--- src/sv/tse_pkg.sv ---
// Package: shared types, constants and state codes of the topological sort engine.
`default_nettype none
package tse_pkg;

  localparam int unsigned MaxNodesDef = 64;
  localparam int unsigned MaxEdgesDef = 256;

  localparam logic [1:0] StatusOk       = 2'd0;
  localparam logic [1:0] StatusCycle    = 2'd1;
  localparam logic [1:0] StatusOverflow = 2'd2;

  localparam logic ReqAddEdge = 1'b0;
  localparam logic ReqRun     = 1'b1;

  typedef struct packed {
    logic       req_type;
    logic [5:0] edge_from;
    logic [5:0] edge_to;
  } req_t;

  typedef struct packed {
    logic [5:0] node_index;
    logic [1:0] status;
    logic       last;
  } res_t;

  typedef enum logic [3:0] {
    StIdle,
    StClear,
    StCount,
    StSeed,
    StPop,
    StScan,
    StCheck,
    StEmit,
    StFail
  } state_e;

endpackage
`default_nettype wire

--- src/sv/tse_edge_mem.sv ---
// Edge store: source and destination memories with registered read data.
`default_nettype none
module tse_edge_mem #(
  parameter int unsigned MaxEdges = 256,
  parameter int unsigned EdgeAw   = 8
) (
  input  wire logic              clk_i,
  input  wire logic              we_i,
  input  wire logic [EdgeAw-1:0] waddr_i,
  input  wire logic [5:0]        wsrc_i,
  input  wire logic [5:0]        wdst_i,
  input  wire logic [EdgeAw-1:0] raddr_i,
  output logic      [5:0]        rsrc_o,
  output logic      [5:0]        rdst_o
);
  logic [5:0] src_mem [MaxEdges];
  logic [5:0] dst_mem [MaxEdges];

  // Write one edge, read one edge per cycle
  always_ff @(posedge clk_i) begin
    if (we_i) begin
      src_mem[waddr_i] <= wsrc_i;
      dst_mem[waddr_i] <= wdst_i;
    end
    rsrc_o <= src_mem[raddr_i];
    rdst_o <= dst_mem[raddr_i];
  end
endmodule
`default_nettype wire

--- src/sv/tse_node_mem.sv ---
// Node memories: in-degree table, ready FIFO and order buffer.
`default_nettype none
module tse_node_mem #(
  parameter int unsigned MaxNodes = 64,
  parameter int unsigned NodeAw   = 6,
  parameter int unsigned DegW     = 9
) (
  input  wire logic              clk_i,
  input  wire logic              deg_we_i,
  input  wire logic [NodeAw-1:0] deg_waddr_i,
  input  wire logic [DegW-1:0]   deg_wdata_i,
  input  wire logic [NodeAw-1:0] deg_raddr_i,
  output logic      [DegW-1:0]   deg_rdata_o,
  input  wire logic              q_we_i,
  input  wire logic [NodeAw-1:0] q_waddr_i,
  input  wire logic [5:0]        q_wdata_i,
  input  wire logic [NodeAw-1:0] q_raddr_i,
  output logic      [5:0]        q_rdata_o
);
  logic [DegW-1:0] deg_mem [MaxNodes];
  logic [5:0]      q_mem   [MaxNodes];

  // In-degree read-modify-write storage
  always_ff @(posedge clk_i) begin
    if (deg_we_i) deg_mem[deg_waddr_i] <= deg_wdata_i;
    deg_rdata_o <= deg_mem[deg_raddr_i];
  end

  // Ready queue; entries stay after pop, so it doubles as the order buffer
  always_ff @(posedge clk_i) begin
    if (q_we_i) q_mem[q_waddr_i] <= q_wdata_i;
    q_rdata_o <= q_mem[q_raddr_i];
  end
endmodule
`default_nettype wire

--- src/sv/topological_sort_engine.sv ---
// Top level: Kahn topological sort engine with memory-held graph state.
//
// Usage: write node_count (1..MaxNodes; 0 reads as 1, larger saturates)
// through the cfg channel while idle. Send add-edge items (req_type 0), one
// per cycle, each stored in arrival order; past MaxEdges they are dropped
// and an overflow is flagged. A run item (req_type 1) sorts the graph and
// emits node_count results with last on the final one, or a single failure
// result (status 1 cycle, 2 overflow). Each run empties the edge store.
// A run clears the in-degrees, counts them over the edge store, seeds the
// ready queue, then per placed node pops it and scans the edges (each edge
// is a read then a read-modify-write of the in-degree memory) until the
// queue is empty, checks that every node was placed, then emits the results.
// A run after an overflow goes straight to the failure result.
// Edges are accepted one per cycle while idle.
// The input is stalled during a run. A stall on the result channel holds
// the output register and pauses emission; nothing is lost.
// Reset empties the edge store, clears the overflow flag, sets
// node_count to 1; memories need no clearing pass.
`default_nettype none
module topological_sort_engine #(
  parameter int unsigned MaxNodes = tse_pkg::MaxNodesDef,
  parameter int unsigned MaxEdges = tse_pkg::MaxEdgesDef
) (
  input  wire logic            clk_i,
  input  wire logic            rst_ni,
  input  wire logic            cfg_valid_i,
  output logic                 cfg_ready_o,
  input  wire logic [6:0]      cfg_data_i,
  input  wire logic            in_valid_i,
  output logic                 in_stall_o,
  input  wire tse_pkg::req_t   in_data_i,
  output logic                 out_valid_o,
  input  wire logic            out_stall_i,
  output tse_pkg::res_t        out_data_o
);
  import tse_pkg::*;

  localparam int unsigned NodeAw = (MaxNodes > 1) ? $clog2(MaxNodes) : 1;
  localparam int unsigned EdgeAw = (MaxEdges > 1) ? $clog2(MaxEdges) : 1;
  localparam int unsigned EcW    = $clog2(MaxEdges + 1);
  localparam int unsigned NcW    = $clog2(MaxNodes + 1);
  localparam int unsigned DegW   = EcW;

  state_e state_q, state_d;
  logic [6:0]      ncfg_q;
  logic [NcW-1:0]  n_eff;
  logic [EcW-1:0]  etot_q, etot_d;
  logic            ovf_q, ovf_d;
  logic [EcW-1:0]  eidx_q, eidx_d;    // edge being issued
  logic            phase_q, phase_d;  // 0 issue read, 1 data back
  logic [NcW-1:0]  nidx_q, nidx_d;    // node sweep / emit index
  logic [NcW-1:0]  head_q, head_d, tail_q, tail_d;
  logic [5:0]      cur_q, cur_d;
  logic            fwd_v_q, fwd_v_d;  // last written degree, for forwarding
  logic [NodeAw-1:0] fwd_a_q, fwd_a_d;
  logic [DegW-1:0] fwd_d_q, fwd_d_d;
  logic            ov_q, ov_d;
  res_t            od_q, od_d;

  logic            e_we;
  logic [5:0]      e_src, e_dst;
  logic [EdgeAw-1:0] e_raddr;
  logic            d_we;
  logic [NodeAw-1:0] d_waddr, d_raddr;
  logic [DegW-1:0] d_wdata, d_rdata, deg_cur;
  logic            q_we;
  logic [NodeAw-1:0] q_waddr, q_raddr;
  logic [5:0]      q_wdata, q_rdata;
  logic            edge_ok;
  logic            in_acc, out_free;
  logic            mw_d_we, mw_q_we;
  logic [NodeAw-1:0] mw_d_a;
  logic [DegW-1:0] mw_d_v;
  logic [5:0]      mw_q_v;

  tse_edge_mem #(.MaxEdges(MaxEdges), .EdgeAw(EdgeAw)) u_edges (
    .clk_i, .we_i(e_we), .waddr_i(etot_q[EdgeAw-1:0]),
    .wsrc_i(in_data_i.edge_from), .wdst_i(in_data_i.edge_to),
    .raddr_i(e_raddr), .rsrc_o(e_src), .rdst_o(e_dst));

  tse_node_mem #(.MaxNodes(MaxNodes), .NodeAw(NodeAw), .DegW(DegW)) u_nodes (
    .clk_i, .deg_we_i(mw_d_we), .deg_waddr_i(mw_d_a), .deg_wdata_i(mw_d_v),
    .deg_raddr_i(d_raddr), .deg_rdata_o(d_rdata),
    .q_we_i(mw_q_we), .q_waddr_i(q_waddr), .q_wdata_i(mw_q_v),
    .q_raddr_i(q_raddr), .q_rdata_o(q_rdata));

  // Clamp node count
  always_comb begin
    if (ncfg_q == 7'd0) n_eff = NcW'(1);
    else if ({25'd0, ncfg_q} > MaxNodes) n_eff = NcW'(MaxNodes);
    else n_eff = NcW'(ncfg_q);
  end

  assign in_stall_o  = (state_q != StIdle);
  assign cfg_ready_o = (state_q == StIdle);
  assign in_acc      = in_valid_i && !in_stall_o;
  assign out_free    = !ov_q || !out_stall_i;
  assign out_valid_o = ov_q;
  assign out_data_o  = od_q;
  assign e_we = in_acc && (in_data_i.req_type == ReqAddEdge) &&
                (etot_q < EcW'(MaxEdges));
  assign e_raddr = eidx_q[EdgeAw-1:0];
  assign edge_ok = ({2'b0, e_src} < 8'(n_eff)) && ({2'b0, e_dst} < 8'(n_eff));
  // Forward a degree written in the cycle of the read
  assign deg_cur = (fwd_v_q && fwd_a_q == e_dst[NodeAw-1:0]) ? fwd_d_q : d_rdata;

  // Next state
  always_comb begin
    state_d = state_q;
    case (state_q)
      StIdle:  if (in_acc && in_data_i.req_type == ReqRun)
                 state_d = ovf_q ? StFail : StClear;
      StClear: if (nidx_q + NcW'(1) == n_eff) state_d = StCount;
      StCount: if (eidx_q == etot_q && !phase_q) state_d = StSeed;
      StSeed:  if (phase_q && nidx_q + NcW'(1) == n_eff) state_d = StPop;
      StPop:   if (head_q == tail_q) state_d = StCheck;
               else if (phase_q) state_d = StScan;
      StScan:  if (eidx_q == etot_q && !phase_q) state_d = StPop;
      StCheck: state_d = (head_q == n_eff) ? StEmit : StFail;
      StEmit:  if (out_free && phase_q && nidx_q + NcW'(1) == n_eff) state_d = StIdle;
      StFail:  if (out_free) state_d = StIdle;
      default: state_d = StIdle;
    endcase
  end

  // Datapath and memory control
  always_comb begin
    etot_d = etot_q; ovf_d = ovf_q; eidx_d = eidx_q; phase_d = phase_q;
    nidx_d = nidx_q; head_d = head_q; tail_d = tail_q; cur_d = cur_q;
    fwd_v_d = 1'b0; fwd_a_d = fwd_a_q; fwd_d_d = fwd_d_q;
    ov_d = ov_q && out_stall_i; od_d = od_q;
    d_we = 1'b0; d_waddr = '0; d_wdata = '0; d_raddr = '0;
    q_we = 1'b0; q_waddr = tail_q[NodeAw-1:0]; q_wdata = '0; q_raddr = '0;
    case (state_q)
      StIdle: begin
        if (in_acc && in_data_i.req_type == ReqAddEdge) begin
          if (e_we) etot_d = etot_q + EcW'(1);
          else ovf_d = 1'b1;
        end
        nidx_d = '0; eidx_d = '0; phase_d = 1'b0; head_d = '0; tail_d = '0;
      end
      StClear: begin
        d_we = 1'b1; d_waddr = nidx_q[NodeAw-1:0];
        nidx_d = (nidx_q + NcW'(1) == n_eff) ? '0 : nidx_q + NcW'(1);
      end
      StCount, StScan: begin
        // Issue edge read, then read the in-degree, then write it back
        if (!phase_q) begin
          if (eidx_q != etot_q) begin
            phase_d = 1'b1;
          end else begin
            eidx_d = '0;
            nidx_d = '0;
          end
        end else begin
          // edge data valid: degree read issued now, written back by the update stage
          phase_d = 1'b0;
          eidx_d = eidx_q + EcW'(1);
        end
        // degree read address follows the edge returned this cycle
        d_raddr = e_dst[NodeAw-1:0];
      end
      StSeed: begin
        d_raddr = nidx_q[NodeAw-1:0];
        if (!phase_q) phase_d = 1'b1;
        else begin
          phase_d = 1'b0;
          if (d_rdata == '0) begin
            q_we = 1'b1; q_wdata = 6'(nidx_q); tail_d = tail_q + NcW'(1);
          end
          nidx_d = nidx_q + NcW'(1);
        end
      end
      StPop: begin
        q_raddr = head_q[NodeAw-1:0];
        if (head_q != tail_q) begin
          if (!phase_q) phase_d = 1'b1;
          else begin
            phase_d = 1'b0; cur_d = q_rdata; head_d = head_q + NcW'(1);
            eidx_d = '0;
          end
        end
        nidx_d = '0;
      end
      StEmit: begin
        q_raddr = nidx_q[NodeAw-1:0];
        if (out_free) begin
          if (!phase_q) phase_d = 1'b1;
          else begin
            phase_d = 1'b0;
            ov_d = 1'b1;
            od_d.node_index = q_rdata;
            od_d.status = StatusOk;
            od_d.last = (nidx_q + NcW'(1) == n_eff);
            nidx_d = nidx_q + NcW'(1);
            if (nidx_q + NcW'(1) == n_eff) begin
              etot_d = '0; ovf_d = 1'b0;
            end
          end
        end
      end
      StFail: begin
        if (out_free) begin
          ov_d = 1'b1;
          od_d.node_index = '0;
          od_d.status = ovf_q ? StatusOverflow : StatusCycle;
          od_d.last = 1'b1;
          etot_d = '0; ovf_d = 1'b0;
        end
      end
      default: ;
    endcase
  end

  // Degree update pipeline: edge data (cycle A) -> degree data (cycle B)
  logic            upd_v_q;
  logic [5:0]      upd_d_q;
  logic            upd_cnt_q;
  logic [EcW-1:0]  unused_e;
  assign unused_e = '0;

  // Stage register holds the destination whose degree read is in flight
  always_ff @(posedge clk_i or negedge rst_ni) begin
    if (!rst_ni) begin
      upd_v_q <= 1'b0;
    end else begin
      upd_v_q <= ((state_q == StCount) || (state_q == StScan)) && phase_q && (
                   (state_q == StCount) ? edge_ok :
                   (e_src == cur_q && {2'b0, e_dst} < 8'(n_eff)));
    end
  end

  always_ff @(posedge clk_i) begin
    upd_d_q   <= e_dst;
    upd_cnt_q <= (state_q == StCount);
  end

  // Write the modified degree and enqueue a node that reaches zero
  logic [DegW-1:0] deg_old;
  logic            deg_fwd;
  assign deg_fwd = fwd_v_q && fwd_a_q == upd_d_q[NodeAw-1:0];
  assign deg_old = deg_fwd ? fwd_d_q : d_rdata;

  logic            w_we, w_enq;
  logic [DegW-1:0] w_val;
  always_comb begin
    w_we = 1'b0; w_enq = 1'b0; w_val = deg_old;
    if (upd_v_q) begin
      if (upd_cnt_q) begin
        w_we = 1'b1; w_val = deg_old + DegW'(1);
      end else if (deg_old != '0) begin
        w_we = 1'b1; w_val = deg_old - DegW'(1);
        w_enq = (w_val == '0) && (tail_q < NcW'(MaxNodes));
      end
    end
  end

  // Registers
  always_ff @(posedge clk_i or negedge rst_ni) begin
    if (!rst_ni) begin
      state_q <= StIdle; ncfg_q <= 7'd1; etot_q <= '0; ovf_q <= 1'b0;
      eidx_q <= '0; phase_q <= 1'b0; nidx_q <= '0; head_q <= '0; tail_q <= '0;
      cur_q <= '0; fwd_v_q <= 1'b0; fwd_a_q <= '0; fwd_d_q <= '0; ov_q <= 1'b0;
    end else begin
      state_q <= state_d; etot_q <= etot_d; ovf_q <= ovf_d;
      eidx_q <= eidx_d; phase_q <= phase_d; nidx_q <= nidx_d; head_q <= head_d;
      tail_q <= (w_enq) ? tail_q + NcW'(1) : tail_d;
      cur_q <= cur_d; ov_q <= ov_d;
      fwd_v_q <= w_we; fwd_a_q <= upd_d_q[NodeAw-1:0]; fwd_d_q <= w_val;
      if (cfg_valid_i && cfg_ready_o) ncfg_q <= cfg_data_i;
    end
  end

  always_ff @(posedge clk_i) od_q <= od_d;

  // Memory port muxing for the update write-back and the queue push
  always_comb begin
    mw_d_we = d_we || w_we;
    mw_d_a  = w_we ? upd_d_q[NodeAw-1:0] : d_waddr;
    mw_d_v  = w_we ? w_val : d_wdata;
    mw_q_we = q_we || w_enq;
    mw_q_v  = w_enq ? upd_d_q : q_wdata;
  end

  logic unused_ok;
  assign unused_ok = ^{deg_cur, unused_e, fwd_v_d, fwd_a_d, fwd_d_d};

  // Assertions
  a_stall_busy: assert property (@(posedge clk_i) disable iff (!rst_ni)
    (state_q != StIdle) |-> in_stall_o) else $error("input taken during run");
  a_out_hold: assert property (@(posedge clk_i) disable iff (!rst_ni)
    (out_valid_o && out_stall_i) |=> (out_valid_o && $stable(out_data_o)))
    else $error("stalled result changed");
  a_queue_order: assert property (@(posedge clk_i) disable iff (!rst_ni)
    head_q <= tail_q) else $error("queue head passed tail");
  a_cfg_idle: assert property (@(posedge clk_i) disable iff (!rst_ni)
    cfg_ready_o |-> (state_q == StIdle)) else $error("config while busy");
endmodule
`default_nettype wire
--- config.mk ---
export PLATFORM = sky130hd
export DESIGN_NAME = topological_sort_engine
export DESIGN_NICKNAME = d
export VERILOG_FILES = /design/src/sv/tse_pkg.sv /design/src/sv/tse_edge_mem.sv /design/src/sv/tse_node_mem.sv /design/src/sv/topological_sort_engine.sv
export SDC_FILE = /design/constraint.sdc
export NUM_CORES = 2
export LEC_CHECK = 0
export BUFFER_PORTS_ARGS = -buffer_cell sky130_fd_sc_hd__buf_2
export CAP_MARGIN = 20
export CELL_PAD_IN_SITES_DETAIL_PLACEMENT = 1
export CELL_PAD_IN_SITES_GLOBAL_PLACEMENT = 1
export CORE_MARGIN = 5
export CORE_UTILIZATION = 45
export DETAILED_ROUTE_END_ITERATION = 10
export GPL_TIMING_DRIVEN = 0
export MAX_ROUTING_LAYER = met4
export PLACE_DENSITY = 0.65
export SLEW_MARGIN = 30
export SYNTH_ARGS = -nofsm -noshare
export SYNTH_HDL_FRONTEND = slang
export SYNTH_SLANG_ARGS = --single-unit
--- constraint.sdc ---
create_clock -name clk_i -period 9.44 [get_ports clk_i]
set_input_delay 1.888 -clock clk_i [delete_from_list [all_inputs] [get_ports clk_i]]
set_output_delay 1.888 -clock clk_i [all_outputs]
set_load 0.005 [all_outputs]
# Word level (Yosys, flattened, before mapping)
# Memories as Yosys holds them, arrays and structs flattened. A register that Yosys moved wholly into a read port is not among the register bits.
# Cells that the tools add are included.
dict set report op_classes {
  addsub 7
  order_cmp 5
  n_eq_ne 37
  n_mux 91
  bitwise 1
  n_reduce_logical 49
}
# cell count
set op_table {}
lappend op_table {{9-bit two-way mux} 18}
lappend op_table {{7-bit two-way mux} 12}
lappend op_table {{9-bit case mux with 3 select lines} 2}
lappend op_table {{4-bit two-way mux} 11}
lappend op_table {{6-bit two-way mux} 6}
lappend op_table {{4-bit case mux with 9 select lines} 1}
lappend op_table {{7-bit case mux with 5 select lines} 1}
lappend op_table {{1-bit two-way mux} 31}
lappend op_table {{2-bit != test (second input constant)} 14}
lappend op_table {{7-bit case mux with 2 select lines} 2}
lappend op_table {{9-bit by 1-bit adder with 9-bit output (second input constant)} 3}
lappend op_table {{6-bit case mux with 2 select lines} 2}
lappend op_table {{7-bit by 1-bit adder with 7-bit output (second input constant)} 3}
lappend op_table {{7-bit == test} 3}
lappend op_table {{9-bit logical NOT} 2}
lappend op_table {{9-bit case mux with 2 select lines} 1}
lappend op_table {{4-bit by 3-bit == test with 1-bit output (second input constant)} 4}
lappend op_table {{1-bit logical AND} 16}
lappend op_table {{6-bit by 7-bit < comparator with 1-bit output} 2}
lappend op_table {{7-bit AND reduction} 2}
lappend op_table {{6-bit == test} 2}
lappend op_table {{3-bit != test (second input constant)} 4}
lappend op_table {{3-bit AND reduction} 4}
lappend op_table {{4-bit AND reduction} 3}
lappend op_table {{27 further kinds} 41}
dict set report word_totals {
  register_bits 92
  ramBits 4032
  input_bits 25
  out_inout_bits 12
  word_cells 214
  memories 4
}
# memory depth word_bits read_ports rd_clocked_by_memory_dff write_ports line
set memory_table {}
lappend memory_table {u_edges.dst_mem 256 6 1 1 1 tse_edge_mem.sv:17} ;# logic [5:0] dst_mem [MaxEdges];
lappend memory_table {u_edges.src_mem 256 6 1 1 1 tse_edge_mem.sv:16} ;# logic [5:0] src_mem [MaxEdges];
lappend memory_table {u_nodes.deg_mem 64 9 1 1 1 tse_node_mem.sv:20} ;# logic [DegW-1:0] deg_mem [MaxNodes];
lappend memory_table {u_nodes.q_mem 64 6 1 1 1 tse_node_mem.sv:21} ;# logic [5:0] q_mem [MaxNodes];

# Longest topological paths before layout
dict set report logic_depth {
  depth_word 12
  depth_mapped 17
  ltp_nobuf 13
}

# By module
# A second synthesis with hierarchy kept.
dict set report hier_totals {
  cells_unflattened 7934
  hier_area_um2 162088.0
}
# mod instances cells_each area_per_inst_um2
set by_module_without_submodules {}
lappend by_module_without_submodules {tse_edge_mem 1 5492 118333.5}
lappend by_module_without_submodules {tse_node_mem 1 1746 37587.3}
lappend by_module_without_submodules {topological_sort_engine 1 696 6167.2}

# Worst setup path after synthesis
# OpenSTA, ideal clock, no wires.
dict set report synth_path {
  path_type {reg2reg}
  from {register fwd_a_q[4], in the netlist fwd_a_d[4]}
  to {memory u_nodes.q_mem[0][0] (data pin)}
  setup_time_ns 0.702
  arrival_ns 5.857
  t_required_ns 8.738
  path_slack_ns 2.882
  path_stages_with_launch 14
  n_path_buf 3
  period_less_slack_ns 6.558
  cell_sequence {dfrtp_1 -> xor2_1 -> or3_1 -> buf_6 -> nor2_2 -> mux2_2 -> inv_1 -> ha_1 -> buf_1 -> o2111ai_1 -> a2111oi_1 -> o2111ai_2 -> clkbuf_1 -> o21ai_0}
}
dict set report synth_via {
  elab_chain_cells 10
  elab_cells_between_ends 11
}
# element line
set synth_lines {}
lappend synth_lines {{start, declared} topological_sort_engine.sv:55} ;# logic [NodeAw-1:0] fwd_a_q, fwd_a_d;
lappend synth_lines {{start signal, assigned} topological_sort_engine.sv:269} ;# fwd_v_q <= w_we; fwd_a_q <= upd_d_q[NodeAw-1:0]; fwd_d_q <= w_val;
lappend synth_lines {{6-bit == test (*)} topological_sort_engine.sv:241} ;# assign deg_fwd = fwd_v_q && fwd_a_q == upd_d_q[NodeAw-1:0];
lappend synth_lines {{1-bit logical AND (*)} topological_sort_engine.sv:241}
lappend synth_lines {{9-bit two-way mux (*)} topological_sort_engine.sv:242} ;# assign deg_old = deg_fwd ? fwd_d_q : d_rdata;
lappend synth_lines {{9-bit by 1-bit subtractor with 9-bit output} topological_sort_engine.sv:252} ;# w_we = 1'b1; w_val = deg_old - DegW'(1);
lappend synth_lines {{9-bit logical NOT} topological_sort_engine.sv:253} ;# w_enq = (w_val == '0) && (tail_q < NcW'(MaxNodes));
lappend synth_lines {{1-bit logical AND} topological_sort_engine.sv:253}
lappend synth_lines {{1-bit two-way mux (*)} topological_sort_engine.sv:251} ;# end else if (deg_old != '0) begin
lappend synth_lines {{1-bit two-way mux (*)} topological_sort_engine.sv:249} ;# if (upd_cnt_q) begin
lappend synth_lines {{1-bit two-way mux (*)} topological_sort_engine.sv:248} ;# if (upd_v_q) begin
lappend synth_lines {{6-bit two-way mux (*)} topological_sort_engine.sv:282} ;# mw_q_v = w_enq ? upd_d_q : q_wdata;
lappend synth_lines {{named net mw_q_v[0]} topological_sort_engine.sv:74} ;# logic [5:0] mw_q_v;
lappend synth_lines {{end, declared} tse_node_mem.sv:21}
# The timed path passes the listed nets; every way through them passes the cells marked *.

# Worst setup path in the final report
dict set report layout_path {
  from {register upd_d_q[4]}
  to {memory u_nodes.deg_mem[46][0] (enable)}
}
dict set report layout_via {
  elab_chain_cells 10
  elab_cells_between_ends 11
}
# element line
set layout_lines {}
lappend layout_lines {{start, declared} topological_sort_engine.sv:217} ;# logic [5:0] upd_d_q;
lappend layout_lines {{start signal, assigned} topological_sort_engine.sv:234} ;# upd_d_q <= e_dst;
lappend layout_lines {{6-bit == test} topological_sort_engine.sv:241}
lappend layout_lines {{1-bit logical AND} topological_sort_engine.sv:241}
lappend layout_lines {{9-bit two-way mux} topological_sort_engine.sv:242}
lappend layout_lines {{9-bit nonzero test} topological_sort_engine.sv:251}
lappend layout_lines {{1-bit two-way mux} topological_sort_engine.sv:251}
lappend layout_lines {{1-bit two-way mux} topological_sort_engine.sv:249}
lappend layout_lines {{1-bit two-way mux} topological_sort_engine.sv:248}
lappend layout_lines {{1-bit logical OR} topological_sort_engine.sv:278} ;# mw_d_we = d_we || w_we;
lappend layout_lines {{1-bit two-way mux} tse_node_mem.sv:25} ;# if (deg_we_i) deg_mem[deg_waddr_i] <= deg_wdata_i;
lappend layout_lines {{1-bit two-way mux (not written as such)} tse_node_mem.sv:25}
lappend layout_lines {{end, declared} tse_node_mem.sv:20}
# Parallel ways exist; a longest one is shown, timed or not.

==> results.ini <==
[status]
status=finished clean

[final_layout]
nNetsFinal=8386
multiInputGateArea_um2=37400
regArea_um2=124000
stdcell_count=13465
drive_gt1_share_pct=27.8
syn2layout_area_growth_pct=14.4
fillers=31643
fin_area_um2=186000

[grt]
grt_pass1_vias=84740
grt_usage_pct=24.9
grt_pass1_wl_um=648000
antenna_found_initial=16
grt_overflow=0
grt_max_degree=105

[power]
irDropWorstVdd_uv=188
power_mw=45.8
powerDensity_nw_per_um2=246
power_leakage_nw=55.4

[synthesis]
syn_area_um2=162000
syn_nets=7813
syn_area_per_cell_um2=20.9
synth-simple-area-share_pct=3.88
synth_enable_flop_cells=4041
synth_cell_types=77
synth_warnings=0
synth-compound-area-share_pct=1.57
synth.area.mux_share_pct=16.5
synth-seq-area-share_pct=76.3
yosys.area.top_type=edfxtp_1
ys_ff_latch=4151
synth_async_sr_flop_share_pct=1.83
syn_inst=7767
synth_top_area_share_pct=74.8
synth_top_flop_cell=edfxtp_1
synth_area_leaders=edfxtp_1, mux4_2, nand2_1, dfrtp_1, nor2_1
synth_top_family_by_area=multiplexers
synthAdderAreaFrac_pct=0.162
synth-xor-area-share_pct=0.334

[setup_path]
path_class=reg -> reg
rrSetupSlack_ns=2.90
r2r-start=upd_d_q[4]
cpLargestDelayFamily=simple AND/OR/NAND/NOR gates
worstPathCellList=xor2_1 > or3_1 > buf_6 > nor2_2 > mux2_2 > inv_1 > ha_1 > buf_1 > inv_1 > a21oi_1 > nand4_1 > o21ai_1 > clkbuf_1 > buf_2 > mux2i_1 > nand2_1 > nor2_1
crit_slowest_cell=nor2_1
worstSetupEndpointType=flip-flop
cpPeakStageDelay_ns=0.91
cp-endpoint=u_nodes.deg_mem[46][0]
rr_worst_depth=17
reg2reg_to=u_nodes.deg_mem[46][0]
crit_start=upd_d_q[4]
crit_buf_inv=6
cp_common_cell=inv_1
worst-path-stages=17
worst_ep_required_time_ns=10.01
crit_arrival_ns=7.11
setup.worst_path.start_class=flip-flop
cp_max_fo=10

[sta]
period_share_pct=69.3
finalSetupViolations=0
clock_skew_ns=0.0364
slew_headroom_pct=26.2
hold_violations=0
worst_pin_slew_ns=1.11
rsz0062_at_grt=false
min_period_ns=6.54
fin_hold_ws_ns=0.375
fmax_mhz=153
drv_slew=0
fin_ws_ns=2.90

[floorplan]
die_w_um=611
ios=37
fp.dieArea_um2=373000
initial_utilization_pct=45.2
rows=220
die_h_um=611
core_area_um2=359000

[clock_network]
cts_buffer_depth=4
post_cts_buffers=0
cts_resized=0
cts_root_buf=clkbuf_16
cts_buffers=427
cts_hold_buf=0
cts_max_level=5
clock_latency_ns=0.97
clkTransAtPathRegs_ns=0.06
tritoncts=yes
clkSinkCount=4151

[placed_design]
dpl_cell_area_um2=172000
preCtsSetupSlack_ns=2.98
place_congestion=0.880
place_inst=12680
place_hpwl_um=305000
port_buffers=36

[route]
post-route-drc-count=0
dr.first_iter.drc_count=9442
dr.pass1.iters=6
wl_um=454000
drtAntennaViolNets=0
vias=81652
vias_per_cell=6.06
wl_per_cell_um=33.7

[worst_hold_path]
hp-class=reg -> reg

[job]
drv_cap=0

[registers in the layout (all words and copies together), names as in the netlist, 4 cells and up]
signal and count:
etot_q 9, fwd_a_d 6, cur_q 6, eidx_q 9
u_edges.dst_mem 1536, u_nodes.deg_mem 576, u_nodes.q_rdata_o 6, u_nodes.q_mem 384
tail_q 7, out_data_o 9, head_q 7, nidx_q 7
fwd_d_d 9, u_nodes.deg_rdata_o 9, u_edges.rsrc_o 6, ncfg_q 7
upd_d_q 6, state_q 4, u_edges.rdst_o 6, u_edges.src_mem 1536
[layout by cell type, fill, tap and decap left out, types with 17 or more instances in the layout]
cell type | netlist | routed
edfxtp_1 | 4041 | 4041
mux4_2 | 1164 | 1164
nand2_1 | 613 | 604
clkbuf_16 | 0 | 431
clkbuf_1 | 341 | 341
nor2_2 | 9 | 280
nor2_1 | 443 | 169
nand3_1 | 164 | 164
clkinv_1 | 1 | 95
clkinv_2 | 0 | 80
clkbuf_2 | 0 | 77
buf_2 | 14 | 75
dfrtp_1 | 75 | 75
a311oi_1 | 73 | 72
and3_1 | 65 | 64
o21ai_0 | 69 | 63
buf_16 | 0 | 61
a21oi_1 | 61 | 56
buf_1 | 106 | 48
mux2i_1 | 43 | 43
bufinv_16 | 0 | 41
xnor2_1 | 36 | 36
dfxtp_1 | 34 | 34
a31oi_1 | 32 | 29
inv_1 | 27 | 27
xor2_1 | 24 | 24
a211oi_1 | 22 | 22
ha_1 | 21 | 21
buf_8 | 0 | 20
nor3_1 | 19 | 18
buf_6 | 3 | 18
nor4_1 | 18 | 18
and2_1 | 18 | 17
mux2_2 | 17 | 17
[per-stage QoR]
step | utilization [%] | TNS [ns]
after global placement | 46.9 | -1062.61
after global routing | 51.7 | 0
after detailed placement | 47.9 | 0
final | 51.7 | 0
after CTS | 51.7 | 0
after floorplan | - | 0
[layout make-up]
type / count / share of cell area, %
Antenna cell: 4 / 0.00539
Multi-Input combinational cell: 3124 / 20.1
Inverter: 28 / 0.0566
Clock inverter: 261 / 1.31
Buffer: 464 / 1.07
Clock buffer: 516 / 6.06
Sequential cell: 4151 / 66.7
Tap cell: 4773 / 3.21
Timing Repair Buffer: 144 / 1.43
[power by group]
| part | switching [mW] | internal [mW] | total (mW) |
|---|---|---|---|
| clock network | 7.09 | 9.59 | 16.7 |
| logic | 5.15 | 3.49 | 8.64 |
| registers | 0.168 | 20.3 | 20.5 |
| total | 12.4 | 33.4 | 45.8 |
[synth_stat cells, types with 5 or more instances]
| master | count |
|---|---|
| a22oi_1 | 13 |
| nor3_1 | 19 |
| inv_1 | 27 |
| nand4_1 | 13 |
| xor2_1 | 24 |
| mux4_2 | 1164 |
| ha_1 | 21 |
| nand3_1 | 164 |
| o21a_1 | 6 |
| o221ai_1 | 13 |
| dfxtp_1 | 34 |
| o31ai_1 | 12 |
| buf_1 | 106 |
| a211oi_1 | 22 |
| edfxtp_1 | 4041 |
| a21o_1 | 7 |
| nor2_1 | 443 |
| clkbuf_1 | 341 |
| and2_1 | 18 |
| a22o_1 | 10 |
| nand3b_1 | 14 |
| dfrtp_1 | 75 |
| or2_2 | 5 |
| o211ai_1 | 5 |
| mux2i_1 | 43 |
| or3_1 | 8 |
| buf_2 | 14 |
| nor2_2 | 9 |
| o21ai_0 | 69 |
| o21ai_1 | 7 |
| nor4_1 | 18 |
| a32oi_1 | 9 |
| nand2b_1 | 15 |
| xnor2_1 | 36 |
| nand2_1 | 613 |
| a31oi_1 | 32 |
| nor2b_1 | 16 |
| a311oi_1 | 73 |
| a21oi_1 | 61 |
| and3_1 | 65 |
| mux2_2 | 17 |
[worst register-to-register path, delay by kind of cell (launching register included)]
family | cells | cell delay (ns)
flip-flops | 1 | 0.48
buffers and inverters | 6 | 1.67
multiplexers | 2 | 0.74
AO/OA/AOI/OAI | 2 | 0.67
adder cells (fa/ha/maj) | 1 | 0.16
AND/OR/NAND/NOR | 5 | 2.29
XOR/XNOR | 1 | 0.12
[worst min-delay path by stage]
stage                     startpoint    endpoint  cells past startpoint
final                     upd_d_q[3]  fwd_a_d[3]                      0
after global routing      upd_d_q[3]  fwd_a_d[3]                      0
after CTS                 upd_d_q[3]  fwd_a_d[3]                      0
after detailed placement  upd_d_q[3]  fwd_a_d[3]                      0
after global placement    upd_d_q[5]  fwd_a_d[5]                      0
after floorplan           upd_d_q[3]  fwd_a_d[3]                      0
[layer usage]
layer,vias up,GRT usage [%],share of wire [%]
li1,33329,-,-
met1,44361,33.3,40
met2,3226,39.6,49
met3,736,4.70,7.4
met4,0,7.01,3.4
met5,-,-,0
[cells by family after synthesis]
group | Yosys count
AOI/OAI and AO/OA | 367
xor gates and xnor gates | 61
adders and majority gates | 21
buffers and inverters | 492
DFF | 4151
muxes | 1225
and+or+nand+nor | 1450
Power figures use the tool's default switching activity.
